--- src/rtl/ihex_pkg.sv ---
// ----------------------------------------------------------------------------
// ihex_pkg
// Shared types, character codes and helper functions for the HEX record
// encoder: the job handed from the front part to the back part, the bank
// release message, and the character tables.
// ----------------------------------------------------------------------------
package ihex_pkg;

	// Default number of data bytes per record.
	localparam int RECORD_BYTES_DEF = 16;

	// Depth of the job queue between front and back.
	localparam int QUEUE_DEPTH = 2;

	// Fixed characters of the text.
	localparam logic [6:0] CHAR_COLON   = 7'h3A;
	localparam logic [6:0] CHAR_NEWLINE = 7'h0A;
	localparam logic [6:0] CHAR_ZERO    = 7'h30;
	localparam logic [6:0] CHAR_A       = 7'h41;

	// Record type of a data record.
	localparam logic [7:0] RECORD_TYPE_DATA = 8'h00;

	// End-of-file record ":00000001FF" plus newline.
	localparam int          EOF_LEN  = 12;
	localparam logic [3:0]  EOF_LAST = 4'(EOF_LEN - 1);

	// One record job: the record in one buffer bank, optionally followed by
	// the end-of-file record. A count of zero means no data record.
	typedef struct packed {
		logic        bank;
		logic [7:0]  count;
		logic [15:0] start_addr;
		logic [7:0]  checksum;
		logic        eof;
	} job_t;

	// Back part tells the front part that a buffer bank is free again.
	typedef struct packed {
		logic valid;
		logic bank;
	} release_t;

	// Upper-case hex digit for one nibble.
	function automatic logic [6:0] hex_char(input logic [3:0] nib);
		logic [6:0] res;
		if (nib < 4'd10) begin
			res = CHAR_ZERO + {3'b000, nib};
		end else begin
			res = CHAR_A + {3'b000, nib} - 7'd10;
		end
		return res;
	endfunction

	// Characters of the end-of-file record.
	function automatic logic [6:0] eof_char(input logic [3:0] idx);
		logic [6:0] res;
		unique case (idx)
			4'd0:    res = CHAR_COLON;
			4'd8:    res = hex_char(4'd1);
			4'd9:    res = hex_char(4'd15);
			4'd10:   res = hex_char(4'd15);
			4'd11:   res = CHAR_NEWLINE;
			default: res = CHAR_ZERO;
		endcase
		return res;
	endfunction

endpackage

--- src/rtl/ihex_front.sv ---
// ----------------------------------------------------------------------------
// ihex_front
// Accepts data bytes and end-of-stream commands, tracks the open record,
// writes bytes into a two-bank buffer and hands finished records to the
// job queue.
// ----------------------------------------------------------------------------
module ihex_front import ihex_pkg::*; #(
	parameter int RECORD_BYTES = RECORD_BYTES_DEF
) (
	input  logic                              clk,
	input  logic                              arst_n,
	input  logic                              s_tvalid,
	output logic                              s_tready,
	input  logic [23:0]                       s_tdata,   // byte_address, data_byte
	input  logic                              s_tuser,   // command
	output logic                              q_push,
	output job_t                              q_job,
	input  logic                              q_full,
	input  release_t                          rel,
	output logic                              mem_we,
	output logic [$clog2(RECORD_BYTES > 1 ? RECORD_BYTES : 2):0] mem_waddr,
	output logic [7:0]                        mem_wdata
);

	localparam int CNT_W = $clog2(RECORD_BYTES + 1);
	localparam int IDX_W = $clog2(RECORD_BYTES > 1 ? RECORD_BYTES : 2);

	logic             cur_bank_q;
	logic [CNT_W-1:0] count_q;
	logic [15:0]      start_q;
	logic [7:0]       sum_q;
	logic [1:0]       busy_q;

	logic             is_eof;
	logic [15:0]      addr;
	logic [7:0]       data;
	logic [15:0]      next_addr;
	logic             brk;
	logic             wbank;
	logic [CNT_W-1:0] base_cnt;
	logic [CNT_W-1:0] cnt_inc;
	logic             full;
	logic             push_req;
	logic [7:0]       base_sum;
	logic [7:0]       new_sum;
	logic [15:0]      new_start;
	logic             accept;
	logic [7:0]       old_cnt8;
	logic [1:0]       busy_set;
	logic [1:0]       busy_clr;

	assign is_eof = s_tuser;
	assign addr   = s_tdata[15:0];
	assign data   = s_tdata[23:16];

	// Classify the offered transaction: run break, buffer full, end of stream.
	assign next_addr = start_q + 16'(count_q);
	assign brk       = !is_eof && (count_q != '0) && (next_addr != addr);
	assign wbank     = brk ? ~cur_bank_q : cur_bank_q;
	assign base_cnt  = brk ? '0 : count_q;
	assign cnt_inc   = base_cnt + CNT_W'(1);
	assign full      = !is_eof && (cnt_inc == CNT_W'(RECORD_BYTES));
	assign push_req  = is_eof || brk || full;

	assign base_sum  = (base_cnt == '0) ? (addr[15:8] + addr[7:0]) : sum_q;
	assign new_sum   = base_sum + data;
	assign new_start = (base_cnt == '0) ? addr : start_q;
	assign old_cnt8  = 8'(count_q);

	// Stall while the queue is full or the target bank is still being read.
	assign s_tready = (!push_req || !q_full) && (is_eof || !busy_q[wbank]);
	assign accept   = s_tvalid && s_tready;

	// Job for the queue: the pending record, or the record just filled.
	always_comb begin
		q_job = '0;
		if (brk || is_eof) begin
			q_job.bank       = cur_bank_q;
			q_job.count      = old_cnt8;
			q_job.start_addr = start_q;
			q_job.checksum   = 8'h00 - (sum_q + old_cnt8);
			q_job.eof        = is_eof;
		end else begin
			q_job.bank       = wbank;
			q_job.count      = 8'(RECORD_BYTES);
			q_job.start_addr = new_start;
			q_job.checksum   = 8'h00 - (new_sum + 8'(RECORD_BYTES));
			q_job.eof        = 1'b0;
		end
	end

	assign q_push = accept && push_req;

	// Buffer write for a data byte.
	assign mem_we    = accept && !is_eof;
	assign mem_waddr = {wbank, base_cnt[IDX_W-1:0]};
	assign mem_wdata = data;

	// Bank busy flags: set when a record is queued, cleared when emitted.
	always_comb begin
		busy_set = '0;
		busy_clr = '0;
		if (q_push && (q_job.count != 8'd0)) begin
			busy_set[q_job.bank] = 1'b1;
		end
		if (rel.valid) begin
			busy_clr[rel.bank] = 1'b1;
		end
	end

	// Open record state.
	always_ff @(posedge clk or negedge arst_n) begin
		if (!arst_n) begin
			cur_bank_q <= 1'b0;
			count_q    <= '0;
			start_q    <= '0;
			sum_q      <= '0;
			busy_q     <= '0;
		end else begin
			busy_q <= (busy_q & ~busy_clr) | busy_set;
			if (accept) begin
				if (is_eof) begin
					count_q <= '0;
					sum_q   <= '0;
					if (count_q != '0) begin
						cur_bank_q <= ~cur_bank_q;
					end
				end else if (full) begin
					count_q    <= '0;
					sum_q      <= '0;
					start_q    <= new_start;
					cur_bank_q <= ~wbank;
				end else begin
					count_q    <= cnt_inc;
					sum_q      <= new_sum;
					start_q    <= new_start;
					cur_bank_q <= wbank;
				end
			end
		end
	end

endmodule

--- src/rtl/ihex_queue.sv ---
// ----------------------------------------------------------------------------
// ihex_queue
// Short first-in first-out queue of record jobs between the front part and
// the back part.
// ----------------------------------------------------------------------------
module ihex_queue import ihex_pkg::*; (
	input  logic clk,
	input  logic arst_n,
	input  logic push,
	input  job_t push_job,
	output logic full,
	input  logic pop,
	output logic head_valid,
	output job_t head_job
);

	localparam int PTR_W = $clog2(QUEUE_DEPTH);

	job_t             entry_q [QUEUE_DEPTH];
	logic [PTR_W-1:0] wr_ptr_q;
	logic [PTR_W-1:0] rd_ptr_q;
	logic [PTR_W:0]   fill_q;

	assign full       = (fill_q == (PTR_W+1)'(QUEUE_DEPTH));
	assign head_valid = (fill_q != '0);
	assign head_job   = entry_q[rd_ptr_q];

	// Job storage.
	always_ff @(posedge clk) begin
		if (push) begin
			entry_q[wr_ptr_q] <= push_job;
		end
	end

	// Pointers and fill level.
	always_ff @(posedge clk or negedge arst_n) begin
		if (!arst_n) begin
			wr_ptr_q <= '0;
			rd_ptr_q <= '0;
			fill_q   <= '0;
		end else begin
			if (push) begin
				wr_ptr_q <= wr_ptr_q + PTR_W'(1);
			end
			if (pop) begin
				rd_ptr_q <= rd_ptr_q + PTR_W'(1);
			end
			if (push && !pop) begin
				fill_q <= fill_q + (PTR_W+1)'(1);
			end else if (pop && !push) begin
				fill_q <= fill_q - (PTR_W+1)'(1);
			end
		end
	end

endmodule

--- src/rtl/ihex_back.sv ---
// ----------------------------------------------------------------------------
// ihex_back
// Holds the two-bank byte buffer and turns each record job into HEX text,
// one character per cycle unless stalled, through a registered output stage.
// ----------------------------------------------------------------------------
module ihex_back import ihex_pkg::*; #(
	parameter int RECORD_BYTES = RECORD_BYTES_DEF
) (
	input  logic                              clk,
	input  logic                              arst_n,
	input  logic                              mem_we,
	input  logic [$clog2(RECORD_BYTES > 1 ? RECORD_BYTES : 2):0] mem_waddr,
	input  logic [7:0]                        mem_wdata,
	input  logic                              q_valid,
	input  job_t                              q_job,
	output logic                              q_pop,
	output release_t                          rel,
	output logic                              m_tvalid,
	input  logic                              m_tready,
	output logic [7:0]                        m_tdata,   // out_char, zero
	output logic                              m_tlast    // last_char
);

	localparam int CNT_W     = $clog2(RECORD_BYTES + 1);
	localparam int IDX_W     = $clog2(RECORD_BYTES > 1 ? RECORD_BYTES : 2);
	localparam int MEM_DEPTH = 2 ** (IDX_W + 1);

	// Emission phases.
	localparam logic [3:0] P_COLON = 4'd0;
	localparam logic [3:0] P_COUNT = 4'd1;
	localparam logic [3:0] P_ADRH  = 4'd2;
	localparam logic [3:0] P_ADRL  = 4'd3;
	localparam logic [3:0] P_TYPE  = 4'd4;
	localparam logic [3:0] P_DATA  = 4'd5;
	localparam logic [3:0] P_SUM   = 4'd6;
	localparam logic [3:0] P_NL    = 4'd7;
	localparam logic [3:0] P_EOF   = 4'd8;

	logic [7:0]       buf_q [MEM_DEPTH];
	logic [7:0]       rd_data_q;
	logic             active_q;
	job_t             job_q;
	logic [3:0]       phase_q;
	logic             nib_q;
	logic [CNT_W-1:0] idx_q;
	logic [3:0]       eidx_q;
	logic             out_valid_q;
	logic [6:0]       out_char_q;
	logic             out_last_q;

	logic             advance;
	logic             go;
	logic [7:0]       hex_byte;
	logic [3:0]       nib_val;
	logic [6:0]       emit_char;
	logic             emit_last;
	logic             done;
	logic [3:0]       phase_d;
	logic             nib_d;
	logic [CNT_W-1:0] idx_d;
	logic [3:0]       eidx_d;
	logic [IDX_W:0]   rd_addr;

	assign advance = !out_valid_q || m_tready;
	assign go      = active_q && advance;
	assign q_pop   = !active_q && q_valid;

	// Byte selected for the current hex pair.
	always_comb begin
		unique case (phase_q)
			P_COUNT: hex_byte = job_q.count;
			P_ADRH:  hex_byte = job_q.start_addr[15:8];
			P_ADRL:  hex_byte = job_q.start_addr[7:0];
			P_TYPE:  hex_byte = RECORD_TYPE_DATA;
			P_DATA:  hex_byte = rd_data_q;
			P_SUM:   hex_byte = job_q.checksum;
			default: hex_byte = 8'h00;
		endcase
	end

	assign nib_val = nib_q ? hex_byte[3:0] : hex_byte[7:4];

	// Character sequencer.
	always_comb begin
		emit_char = hex_char(nib_val);
		emit_last = 1'b0;
		done      = 1'b0;
		phase_d   = phase_q;
		nib_d     = nib_q;
		idx_d     = idx_q;
		eidx_d    = eidx_q;
		if (go) begin
			unique case (phase_q)
				P_COLON: begin
					emit_char = CHAR_COLON;
					phase_d   = P_COUNT;
					nib_d     = 1'b0;
				end
				P_COUNT, P_ADRH, P_ADRL, P_TYPE: begin
					nib_d = ~nib_q;
					if (nib_q) begin
						phase_d = phase_q + 4'd1;
					end
				end
				P_DATA: begin
					nib_d = ~nib_q;
					if (nib_q) begin
						idx_d = idx_q + CNT_W'(1);
						if (8'(idx_q) + 8'd1 == job_q.count) begin
							phase_d = P_SUM;
						end
					end
				end
				P_SUM: begin
					nib_d = ~nib_q;
					if (nib_q) begin
						phase_d = P_NL;
					end
				end
				P_NL: begin
					emit_char = CHAR_NEWLINE;
					if (job_q.eof) begin
						phase_d = P_EOF;
						eidx_d  = '0;
					end else begin
						emit_last = 1'b1;
						done      = 1'b1;
					end
				end
				P_EOF: begin
					emit_char = eof_char(eidx_q);
					eidx_d    = eidx_q + 4'd1;
					if (eidx_q == EOF_LAST) begin
						emit_last = 1'b1;
						done      = 1'b1;
					end
				end
				default: begin
					done = 1'b1;
				end
			endcase
		end
	end

	// Free the bank once its record has been written out.
	assign rel.valid = go && done && (job_q.count != 8'd0);
	assign rel.bank  = job_q.bank;

	// Read one entry ahead so the registered data matches the current index.
	assign rd_addr = q_pop ? {q_job.bank, IDX_W'(0)} : {job_q.bank, idx_d[IDX_W-1:0]};

	// Two-bank byte buffer.
	always_ff @(posedge clk) begin
		if (mem_we) begin
			buf_q[mem_waddr] <= mem_wdata;
		end
		rd_data_q <= buf_q[rd_addr];
	end

	// Job register, sequencer state and output stage.
	always_ff @(posedge clk or negedge arst_n) begin
		if (!arst_n) begin
			active_q    <= 1'b0;
			phase_q     <= P_COLON;
			nib_q       <= 1'b0;
			idx_q       <= '0;
			eidx_q      <= '0;
			out_valid_q <= 1'b0;
			out_last_q  <= 1'b0;
		end else begin
			if (q_pop) begin
				active_q <= 1'b1;
				phase_q  <= (q_job.count == 8'd0) ? P_EOF : P_COLON;
				nib_q    <= 1'b0;
				idx_q    <= '0;
				eidx_q   <= '0;
			end else begin
				if (go && done) begin
					active_q <= 1'b0;
				end
				phase_q <= phase_d;
				nib_q   <= nib_d;
				idx_q   <= idx_d;
				eidx_q  <= eidx_d;
			end
			if (advance) begin
				out_valid_q <= go;
				out_last_q  <= emit_last;
			end
		end
	end

	// Job payload and output character.
	always_ff @(posedge clk) begin
		if (q_pop) begin
			job_q <= q_job;
		end
		if (go) begin
			out_char_q <= emit_char;
		end
	end

	assign m_tvalid = out_valid_q;
	assign m_tdata  = {1'b0, out_char_q};
	assign m_tlast  = out_last_q;

endmodule

--- src/rtl/intel_hex_record_encoder_core.sv ---
// A closed record goes through the job queue, the job register and the output stage.
// A record of n bytes is 2n+12 characters, sent at one per cycle while the receiver is ready,
// plus a job-load step, so the single character output port limits the record rate.
// Bytes that open or extend a record are accepted while their buffer bank is free.
// Reset: arst_n clears all control state; buffer contents stay undefined until written.
// ----------------------------------------------------------------------------
// intel_hex_record_encoder_core
// Top level of the HEX record encoder: front part, job queue and back part
// with its two-bank byte buffer.
// ----------------------------------------------------------------------------
module intel_hex_record_encoder_core import ihex_pkg::*; #(
	parameter int RECORD_BYTES = RECORD_BYTES_DEF
) (
	input  logic        clk,
	input  logic        arst_n,
	input  logic        s_tvalid,
	output logic        s_tready,
	input  logic [23:0] s_tdata,   // byte_address [15:0], data_byte [23:16]
	input  logic        s_tuser,   // command
	output logic        m_tvalid,
	input  logic        m_tready,
	output logic [7:0]  m_tdata,   // out_char [6:0], zero [7]
	output logic        m_tlast    // last_char
);

	localparam int IDX_W = $clog2(RECORD_BYTES > 1 ? RECORD_BYTES : 2);

	logic           q_push;
	job_t           q_push_job;
	logic           q_full;
	logic           q_pop;
	logic           q_valid;
	job_t           q_head;
	release_t       rel;
	logic           mem_we;
	logic [IDX_W:0] mem_waddr;
	logic [7:0]     mem_wdata;

	ihex_front #(
		.RECORD_BYTES(RECORD_BYTES)
	) u_front (
		.clk       (clk),
		.arst_n    (arst_n),
		.s_tvalid  (s_tvalid),
		.s_tready  (s_tready),
		.s_tdata   (s_tdata),
		.s_tuser   (s_tuser),
		.q_push    (q_push),
		.q_job     (q_push_job),
		.q_full    (q_full),
		.rel       (rel),
		.mem_we    (mem_we),
		.mem_waddr (mem_waddr),
		.mem_wdata (mem_wdata)
	);

	ihex_queue u_queue (
		.clk        (clk),
		.arst_n     (arst_n),
		.push       (q_push),
		.push_job   (q_push_job),
		.full       (q_full),
		.pop        (q_pop),
		.head_valid (q_valid),
		.head_job   (q_head)
	);

	ihex_back #(
		.RECORD_BYTES(RECORD_BYTES)
	) u_back (
		.clk       (clk),
		.arst_n    (arst_n),
		.mem_we    (mem_we),
		.mem_waddr (mem_waddr),
		.mem_wdata (mem_wdata),
		.q_valid   (q_valid),
		.q_job     (q_head),
		.q_pop     (q_pop),
		.rel       (rel),
		.m_tvalid  (m_tvalid),
		.m_tready  (m_tready),
		.m_tdata   (m_tdata),
		.m_tlast   (m_tlast)
	);

endmodule

--- config.mk ---
export PLATFORM = sky130hd
export DESIGN_NAME = intel_hex_record_encoder_core
export DESIGN_NICKNAME = d
export VERILOG_FILES = /design/src/rtl/ihex_pkg.sv /design/src/rtl/ihex_front.sv /design/src/rtl/ihex_queue.sv /design/src/rtl/ihex_back.sv /design/src/rtl/intel_hex_record_encoder_core.sv
export SDC_FILE = /design/constraint.sdc
export NUM_CORES = 1
export LEC_CHECK = 0
export ABC_AREA = 1
export BUFFER_PORTS_ARGS = -buffer_cell sky130_fd_sc_hd__buf_2
export CAP_MARGIN = 20
export CELL_PAD_IN_SITES_DETAIL_PLACEMENT = 1
export CELL_PAD_IN_SITES_GLOBAL_PLACEMENT = 1
export CORE_MARGIN = 2
export CORE_UTILIZATION = 42
export CTS_CLUSTER_DIAMETER = 30
export DETAILED_ROUTE_END_ITERATION = 8
export PLACE_DENSITY_LB_ADDON = 0.1
export RECOVER_POWER = 50
export SYNTH_ARGS = -nofsm -noshare
export SYNTH_HDL_FRONTEND = slang
export SYNTH_SLANG_ARGS = --single-unit
--- constraint.sdc ---
create_clock -name clk -period 7.9 [get_ports clk]
set_clock_uncertainty 0.15 [all_clocks]
set_input_delay 1.58 -clock clk [delete_from_list [all_inputs] [get_ports clk]]
set_output_delay 1.58 -clock clk [all_outputs]
set_load 0.01 [all_outputs]
==> out/qor.yml, run 1 <==
worstPathRequired_ps: 6170
power_density_nw_per_um2: 383
finalSetupViolCount: 0
worstRegToRegCells: 32
syn_area_um2: 19500
drive_gt1_share_pct: 12.0
clock-root-buffer: "clkbuf_16"
layout.nets: 2053
fin_hold_ws_ps: 344
grt_setup_unrepaired: "no"
die-area_um2: 48200
cts_hold_buf: 0
synth_seq_cells: 417
period_minus_slack_ps: 6800
fmax_mhz: 147
async_flop_share_pct: 12.7
fillCellCount: 4970
wl_um: 54600
grt_antenna_before_repair: 0
drv_cap: 14
crit_chain: "ha_1 > a21oi_1 > nand2_1 > nand3_1 > nand2_1 > nand2_1 > nand2_1 > nand2_1 > nand2_1 > nor2_1 > nand3_1 > nand2_1 > inv_1 > nor2_1 > ha_1 > nand3_2 > nand2_1 > nand2_1 > nor2_1 > nand2_4 > nand2_4 > a21boi_0 > buf_2"
fp.dieH_um: 220
hpwl_um: 34800
slew_headroom_pct: -134
stdcell_area_um2: 23700
synth_cells: 1865
end_kind: "output port"
placed_area_um2: 20500
ios: 40
grtUsageTotal_pct: 23.3
synth-warning-count: 0
tns_ps: 0
ir_drop_mv: 0.176
synth_edf_count: 356
cts_tree: "built"
syn-num-nets: 1946
post-place-ws_ps: 809
grt_pass1_vias: 14900
post-route-period-util_pct: 86.1
start_util_pct: 42.7
critPathLaunchType: "register"
worst_pin_slew_ps: 3520
drc: 0
status: "finished with violations"
drtPass1Iterations: 5
crit_slowest_cell: "dfrtp_1"
overflow: 0
slew_violations: 615
place_congestion: 0.823
yosysSeqAreaShare_pct: 62.4
crit_top_cell: "nand2_1"
cts.sinks: 417
setup_slack_ps: 1100
grt_pass1_wl_um: 85700
post_cts_buffers: 0
holdCritPathClass: "reg -> reg"
die-width_um: 220
cts.path.max_buffers: 3
cts_buffers: 99
critPathMaxStageDelay_ps: 630
avgSynthCellArea_um2: 10.5
ctsResizeCount: 0
hold_violations: 0
antenna_left: 0
p_leak_nw: 9.44
clkTransAtPathRegs_ps: 40
area_delta_synth_final_pct: 21.2
violations: "max-capacitance violations, max-slew violations"
hold_depth: 2
via_count: 14200
coreArea_um2: 45700
vias_per_cell: 5.35
final_cells: 2657
synth_top_flop_cell: "edfxtp_1"
crit_path_max_fanout: 11
worstPathArrival_ps: 5070
grt_max_degree: 123
drtIter0Drc: 796
yosys.cell_types.count: 57
dp.cells: 2471
fp-row-count: 78
diodes: 0
clk-insertion-delay-late_ps: 630
wl_per_cell_um: 20.5
io_buffers: 38
htree_levels: 3
path_class: "reg -> out"
==> routing by layer <==
layer / part of all wire [%] / GRT usage, % / up-vias
li1: - / - / 6755
met1: 48 / 32.6 / 7094
met2: 46 / 37.3 / 269
met3: 3.9 / 3.84 / 84
met4: 1.9 / 7.63 / 0
met5: 0 / 0 / -
==> per-stage QoR <==
step / total power, mW / utilization (%)
2_1_floorplan: 4.47 / -
3_5_place_dp: 5.22 / 44.9
4_1_cts: 9.15 / 52.0
3_3_place_gp: 5.16 / 44.9
5_1_grt: 9.56 / 51.8
6_report: 9.06 / 51.8
==> power breakdown <==
part           switching, mW  total (mW)  leakage, nW  internal (mW)
sequential             0.196        3.03         3.99           2.83
combinational           1.51        2.16         3.90          0.649
clock                   1.25        3.87         1.56           2.62
total                   2.96        9.06         9.44           6.10
==> cells in the final DEF (no fill, tap or decap), types with 4 or more instances in the layout <==
master and count:
bufinv_16 9, nand4_1 16, clkinv_2 23, a31oi_1 10, a22oi_1 8, xor2_1 30, nand3_1 46, nand2_1 584
clkinv_4 4, buf_2 22, a21oi_1 110, dfrtp_1 53, a32oi_1 24, a211oi_1 10, edfxtp_1 356, nand2_2 4
nor2_1 79, dfxtp_1 8, clkbuf_1 43, clkbuf_16 100, o211ai_1 19, clkinvlp_4 13, o21ai_0 95, xnor2_1 13
fa_1 4, buf_4 41, or2_2 5, inv_6 4, o31ai_1 4, a221oi_1 4, a32o_1 32, ha_1 48
inv_1 133, nor3_1 38, clkinv_1 17, nand3b_1 6
==> critical path: cells and delay by family, from the launching register on <==
family	cells	cell delay, ps
AND/OR/NAND/NOR	17	2410
adder cells (fa/ha/maj)	2	660
flip-flops	1	630
AO/OA/AOI/OAI	2	400
buffers and inverters	2	350
==> layout make-up <==
cell class,instances,area [um^2],share of cell area (%)
Multi-Input combinational cell,1225,6460,27.3
Clock inverter,65,623,2.63
Timing Repair Buffer,89,517,2.18
Clock buffer,121,2610,11.0
Inverter,140,527,2.23
Tap cell,600,751,3.17
Sequential cell,417,12200,51.4
==> registers in the layout, indices dropped and copies added (netlist names), 2 cells and up <==
| name | flops |
|---|---|
| u_front.sum_q | 8 |
| u_back.rd_data_q | 8 |
| u_back.idx_q | 5 |
| u_front.count_q | 5 |
| u_back.buf_q | 256 |
| u_queue.fill_q | 2 |
| u_queue.entry_q | 62 |
| u_front.busy_q | 2 |
| u_back.phase_q | 4 |
| u_front.start_q | 16 |
| u_back.eidx_q | 4 |
| u_back.job_q | 30 |
| u_back.out_char_q | 7 |
==> final timing paths <==
| path | start | to | slack, ps |
|---|---|---|---|
| setup / recovery | u_front.count_q[2] | s_tready | 1100 |
| hold / removal | u_front.sum_q[0] | u_front.sum_q[0] | 340 |
| setup reg to reg | u_front.count_q[0] | u_queue.entry_q[0][8] | 1100 |
| hold reg to reg | u_front.sum_q[0] | u_front.sum_q[0] | 340 |
| max in group asynchronous | arst_n | u_front.start_q[6] | 3490 |
| min in group asynchronous | arst_n | u_back.idx_q[3] | 2110 |
==> cells in the mapped netlist, drive strengths merged (2+ instances only) <==
master | count | area [um^2]
nand2 | 591 | 2250
edfxtp | 356 | 10700
inv | 135 | 507
a21oi | 111 | 556
o21ai | 96 | 480
nor2 | 82 | 318
clkbuf | 58 | 218
dfrtp | 53 | 1330
ha | 48 | 601
nand3 | 48 | 258
nor3 | 41 | 215
a32o | 32 | 320
xor2 | 31 | 279
buf | 25 | 151
a32oi | 24 | 210
o211ai | 19 | 143
nand4 | 17 | 121
xnor2 | 13 | 114
a211oi | 10 | 75.1
a31oi | 10 | 62.6
a22oi | 8 | 60.1
dfxtp | 8 | 160
nand3b | 6 | 45.0
or2 | 6 | 37.5
clkinv | 5 | 18.8
a221oi | 4 | 35.0
fa | 4 | 80.1
o31ai | 4 | 30.0
a22o | 3 | 26.3
o21bai | 3 | 26.3
a21boi | 2 | 15.0
nor4 | 2 | 12.5
o2111ai | 2 | 17.5
==> logic make-up (layout without fill, tap and decap cells) <==
| family | count (synthesis) | in the layout | synth area share [%] |
|---|---|---|---|
| other | 1 | 1 | 0.0192 |
| xor gates and xnor gates | 44 | 44 | 2.01 |
| buffers and inverters | 223 | 415 | 4.58 |
| adders and majority gates | 52 | 52 | 3.49 |
| and+or+nand+nor | 794 | 794 | 16.7 |
| DFF | 417 | 417 | 62.4 |
| AOI/OAI and AO/OA | 333 | 333 | 10.7 |
| muxes | 1 | 1 | 0.0513 |
Power figures use the tool's default switching activity.
==> run 2: changes to the inputs <==
==> constraint.sdc (replaced) <==
create_clock -name clk -period 7.7 [get_ports clk]
set_clock_uncertainty 0.15 [all_clocks]
set_input_delay 1.54 -clock clk [delete_from_list [all_inputs] [get_ports clk]]
set_output_delay 1.54 -clock clk [all_outputs]
set_load 0.01 [all_outputs]
==> run 2 against run 1 <==
- the run still ends with max-capacitance violations, max-slew violations left
- register-to-register slack worse by 270 ps
- critical path type unchanged
- flip-flop and latch count unchanged
- worst hold slack improved by 9.0 ps
- final cell count decreased by 0.26%
- worst setup slack worse by 420 ps
==> out/qor.yml, run 2 (synthesized netlist as in run 1, its figures left out) <==
hold_violations: 0  # unchanged
die-area_um2: 48200  # unchanged
clkTransAtPathRegs_ps: 40  # about the same
vias_per_cell: 5.40  # +1.1%
ff2ff_setup_slack_ps: 830  # -270 ps
cts.path.max_buffers: 3  # unchanged
overflow: 0  # unchanged
grt_max_degree: 123  # unchanged
worstPathArrival_ps: 5330  # +260 ps
end_kind: "output port"
min_to: "u_front.sum_q[0]"
via_count: 14300  # +0.85%
grt_setup_unrepaired: "no"
grt_pass1_wl_um: 86900  # +1.5%
diodes: 0  # unchanged
post_cts_buffers: 0  # unchanged
tns_ps: 0  # unchanged
fp.dieH_um: 220  # unchanged
grt_antenna_before_repair: 0  # unchanged
critPathLaunchType: "register"
layout.nets: 2049  # -0.19%
hpwl_um: 35100  # +1.0%
cts_tree: "built"
final_core_util_pct: 52.2  # +0.41 points
start_util_pct: 42.7  # unchanged
period_minus_slack_ps: 7020
critPathLaunch: "u_front.count_q[0]"
status: "finished with violations"
worstPathRequired_ps: 6010  # -160 ps
cts.sinks: 417  # unchanged
die-width_um: 220  # unchanged
slew_violations: 630  # +2.4%
htree_levels: 3  # unchanged
wl_um: 55800  # +2.2%
drv_cap: 14  # unchanged
r2r-start: "u_front.count_q[0]"
timing.rr.end: "u_queue.entry_q[0][8]"
final_common_cell: "nand2_1"
holdCritStartpoint: "u_front.sum_q[0]"
io_buffers: 38  # unchanged
clock-root-buffer: "clkbuf_16"
grtUsageTotal_pct: 23.8  # +0.42 points
clk-insertion-delay-late_ps: 640  # about the same
ios: 40  # unchanged
drc: 0  # unchanged
fp-row-count: 78  # unchanged
ctsResizeCount: 0  # unchanged
largest_register_ffs: 256  # unchanged
finalSetupViolCount: 0  # unchanged
violations: "max-capacitance violations, max-slew violations"
wl_per_cell_um: 21.0  # +2.5%
antenna_left: 0  # unchanged
worst_pin_slew_ps: 3590  # +77.2 ps
final_cell_mix: "nand2_1, edfxtp_1, inv_1"
regMostFlops: "u_back.buf_q"
area_delta_synth_final_pct: 22.2
coreArea_um2: 45700  # unchanged
drtIter0Drc: 922  # +16%
slew_headroom_pct: -140  # -5.1 points
grt_pass1_vias: 15000  # +0.38%
hold_depth: 2  # unchanged
power_density_nw_per_um2: 401  # +4.7%
cts_hold_buf: 0  # unchanged
post-route-period-util_pct: 91.2
place_congestion: 0.843  # +2.4%
holdCritPathClass: "reg -> reg"
crit_path_max_fanout: 11  # unchanged
fmax_mhz: 142
drtPass1Iterations: 5  # unchanged
p_leak_nw: 9.50  # +0.61%
path_class: "reg -> out"
drive_gt1_share_pct: 12.1  # +0.19 points
cts_buffers: 95  # -4.0%
reg.largest.list: "u_back.buf_q (256), u_queue.entry_q (62), u_back.job_q (30)"
worstRegToRegCells: 37  # +16%
ir_drop_mv: 0.200  # +14%
==> run 2: cell types whose count changed in the layout (fill, tap and decap cells not counted), sizes merged <==
cell,before,now
bufinv,9,16
inv,138,139
clkinv,45,38
clkbuf,147,138
clkinvlp,13,14
==> run 2: report_power, final <==
group	leakage (nW)	internal (mW)	total, mW	switching (mW)
registers	3.99	2.90	3.10	0.200
clock network	1.61	2.85	4.22	1.37
logic	3.90	0.665	2.24	1.57
==> run 2: through the flow <==
stage          worst slack [ps]  hold WS [ps]  std cells  total power [mW]  cell area (um^2)
3_5_place_dp                520           343       2471              5.37             20500
4_1_cts                     587           353       2650              9.65             23900
3_3_place_gp                767           323       2471              5.30             20500
6_report                    675           352       2650              9.56             23900
5_1_grt                     112           370       2650              10.1             23900
2_1_floorplan              1710           303       1865              4.58             19500
==> run 2: area by class of cell <==
class	count	area [um^2]
Clock inverter	67	937
Sequential cell	417	12200
Multi-Input combinational cell	1225	6470
Inverter	140	527
Fill cell	4919	21800
Clock buffer	112	2470
Timing Repair Buffer	89	517
Tap cell	600	751
==> run 2: critical path: stages (launching register included) <==
cell and delay (ps):
dfrtp_1 440, ha_1 260, fa_1 420, nand2_2 130, nand2_2 90, nand3b_1 150
nand2_2 130, nand2_1 80, nand2_1 60, nand3_1 70, nand2_1 60, nor2_1 110
nand3_1 150, nand2_1 390, inv_1 140, nor2_1 310, ha_1 260, clkinv_1 280
nand2_1 150, nand2_1 70, nand2_1 80, nor2_1 90, nand2_4 150, nand2_4 80
a21boi_0 330, buf_2 210
==> run 2: how the worst max path moves through the flow <==
stage | to | slack [ps] | cells past startpoint
floorplan | u_queue.entry_q[0][8] | 1710 | 38
global placement | u_queue.entry_q[0][8] | 770 | 31
detailed placement | u_queue.entry_q[0][8] | 520 | 36
CTS | s_tready | 590 | 25
global route | u_queue.entry_q[0][8] | 110 | 37
finish | s_tready | 680 | 25
==> run 2: layer usage <==
metal	vias to the layer above	global-route usage [%]	routed length, um
li1	6766	-	-
met1	7141	32.7	25800
met2	325	37.6	26100
met3	91	4.65	2620
met4	0	8.46	1310
met5	-	0	0
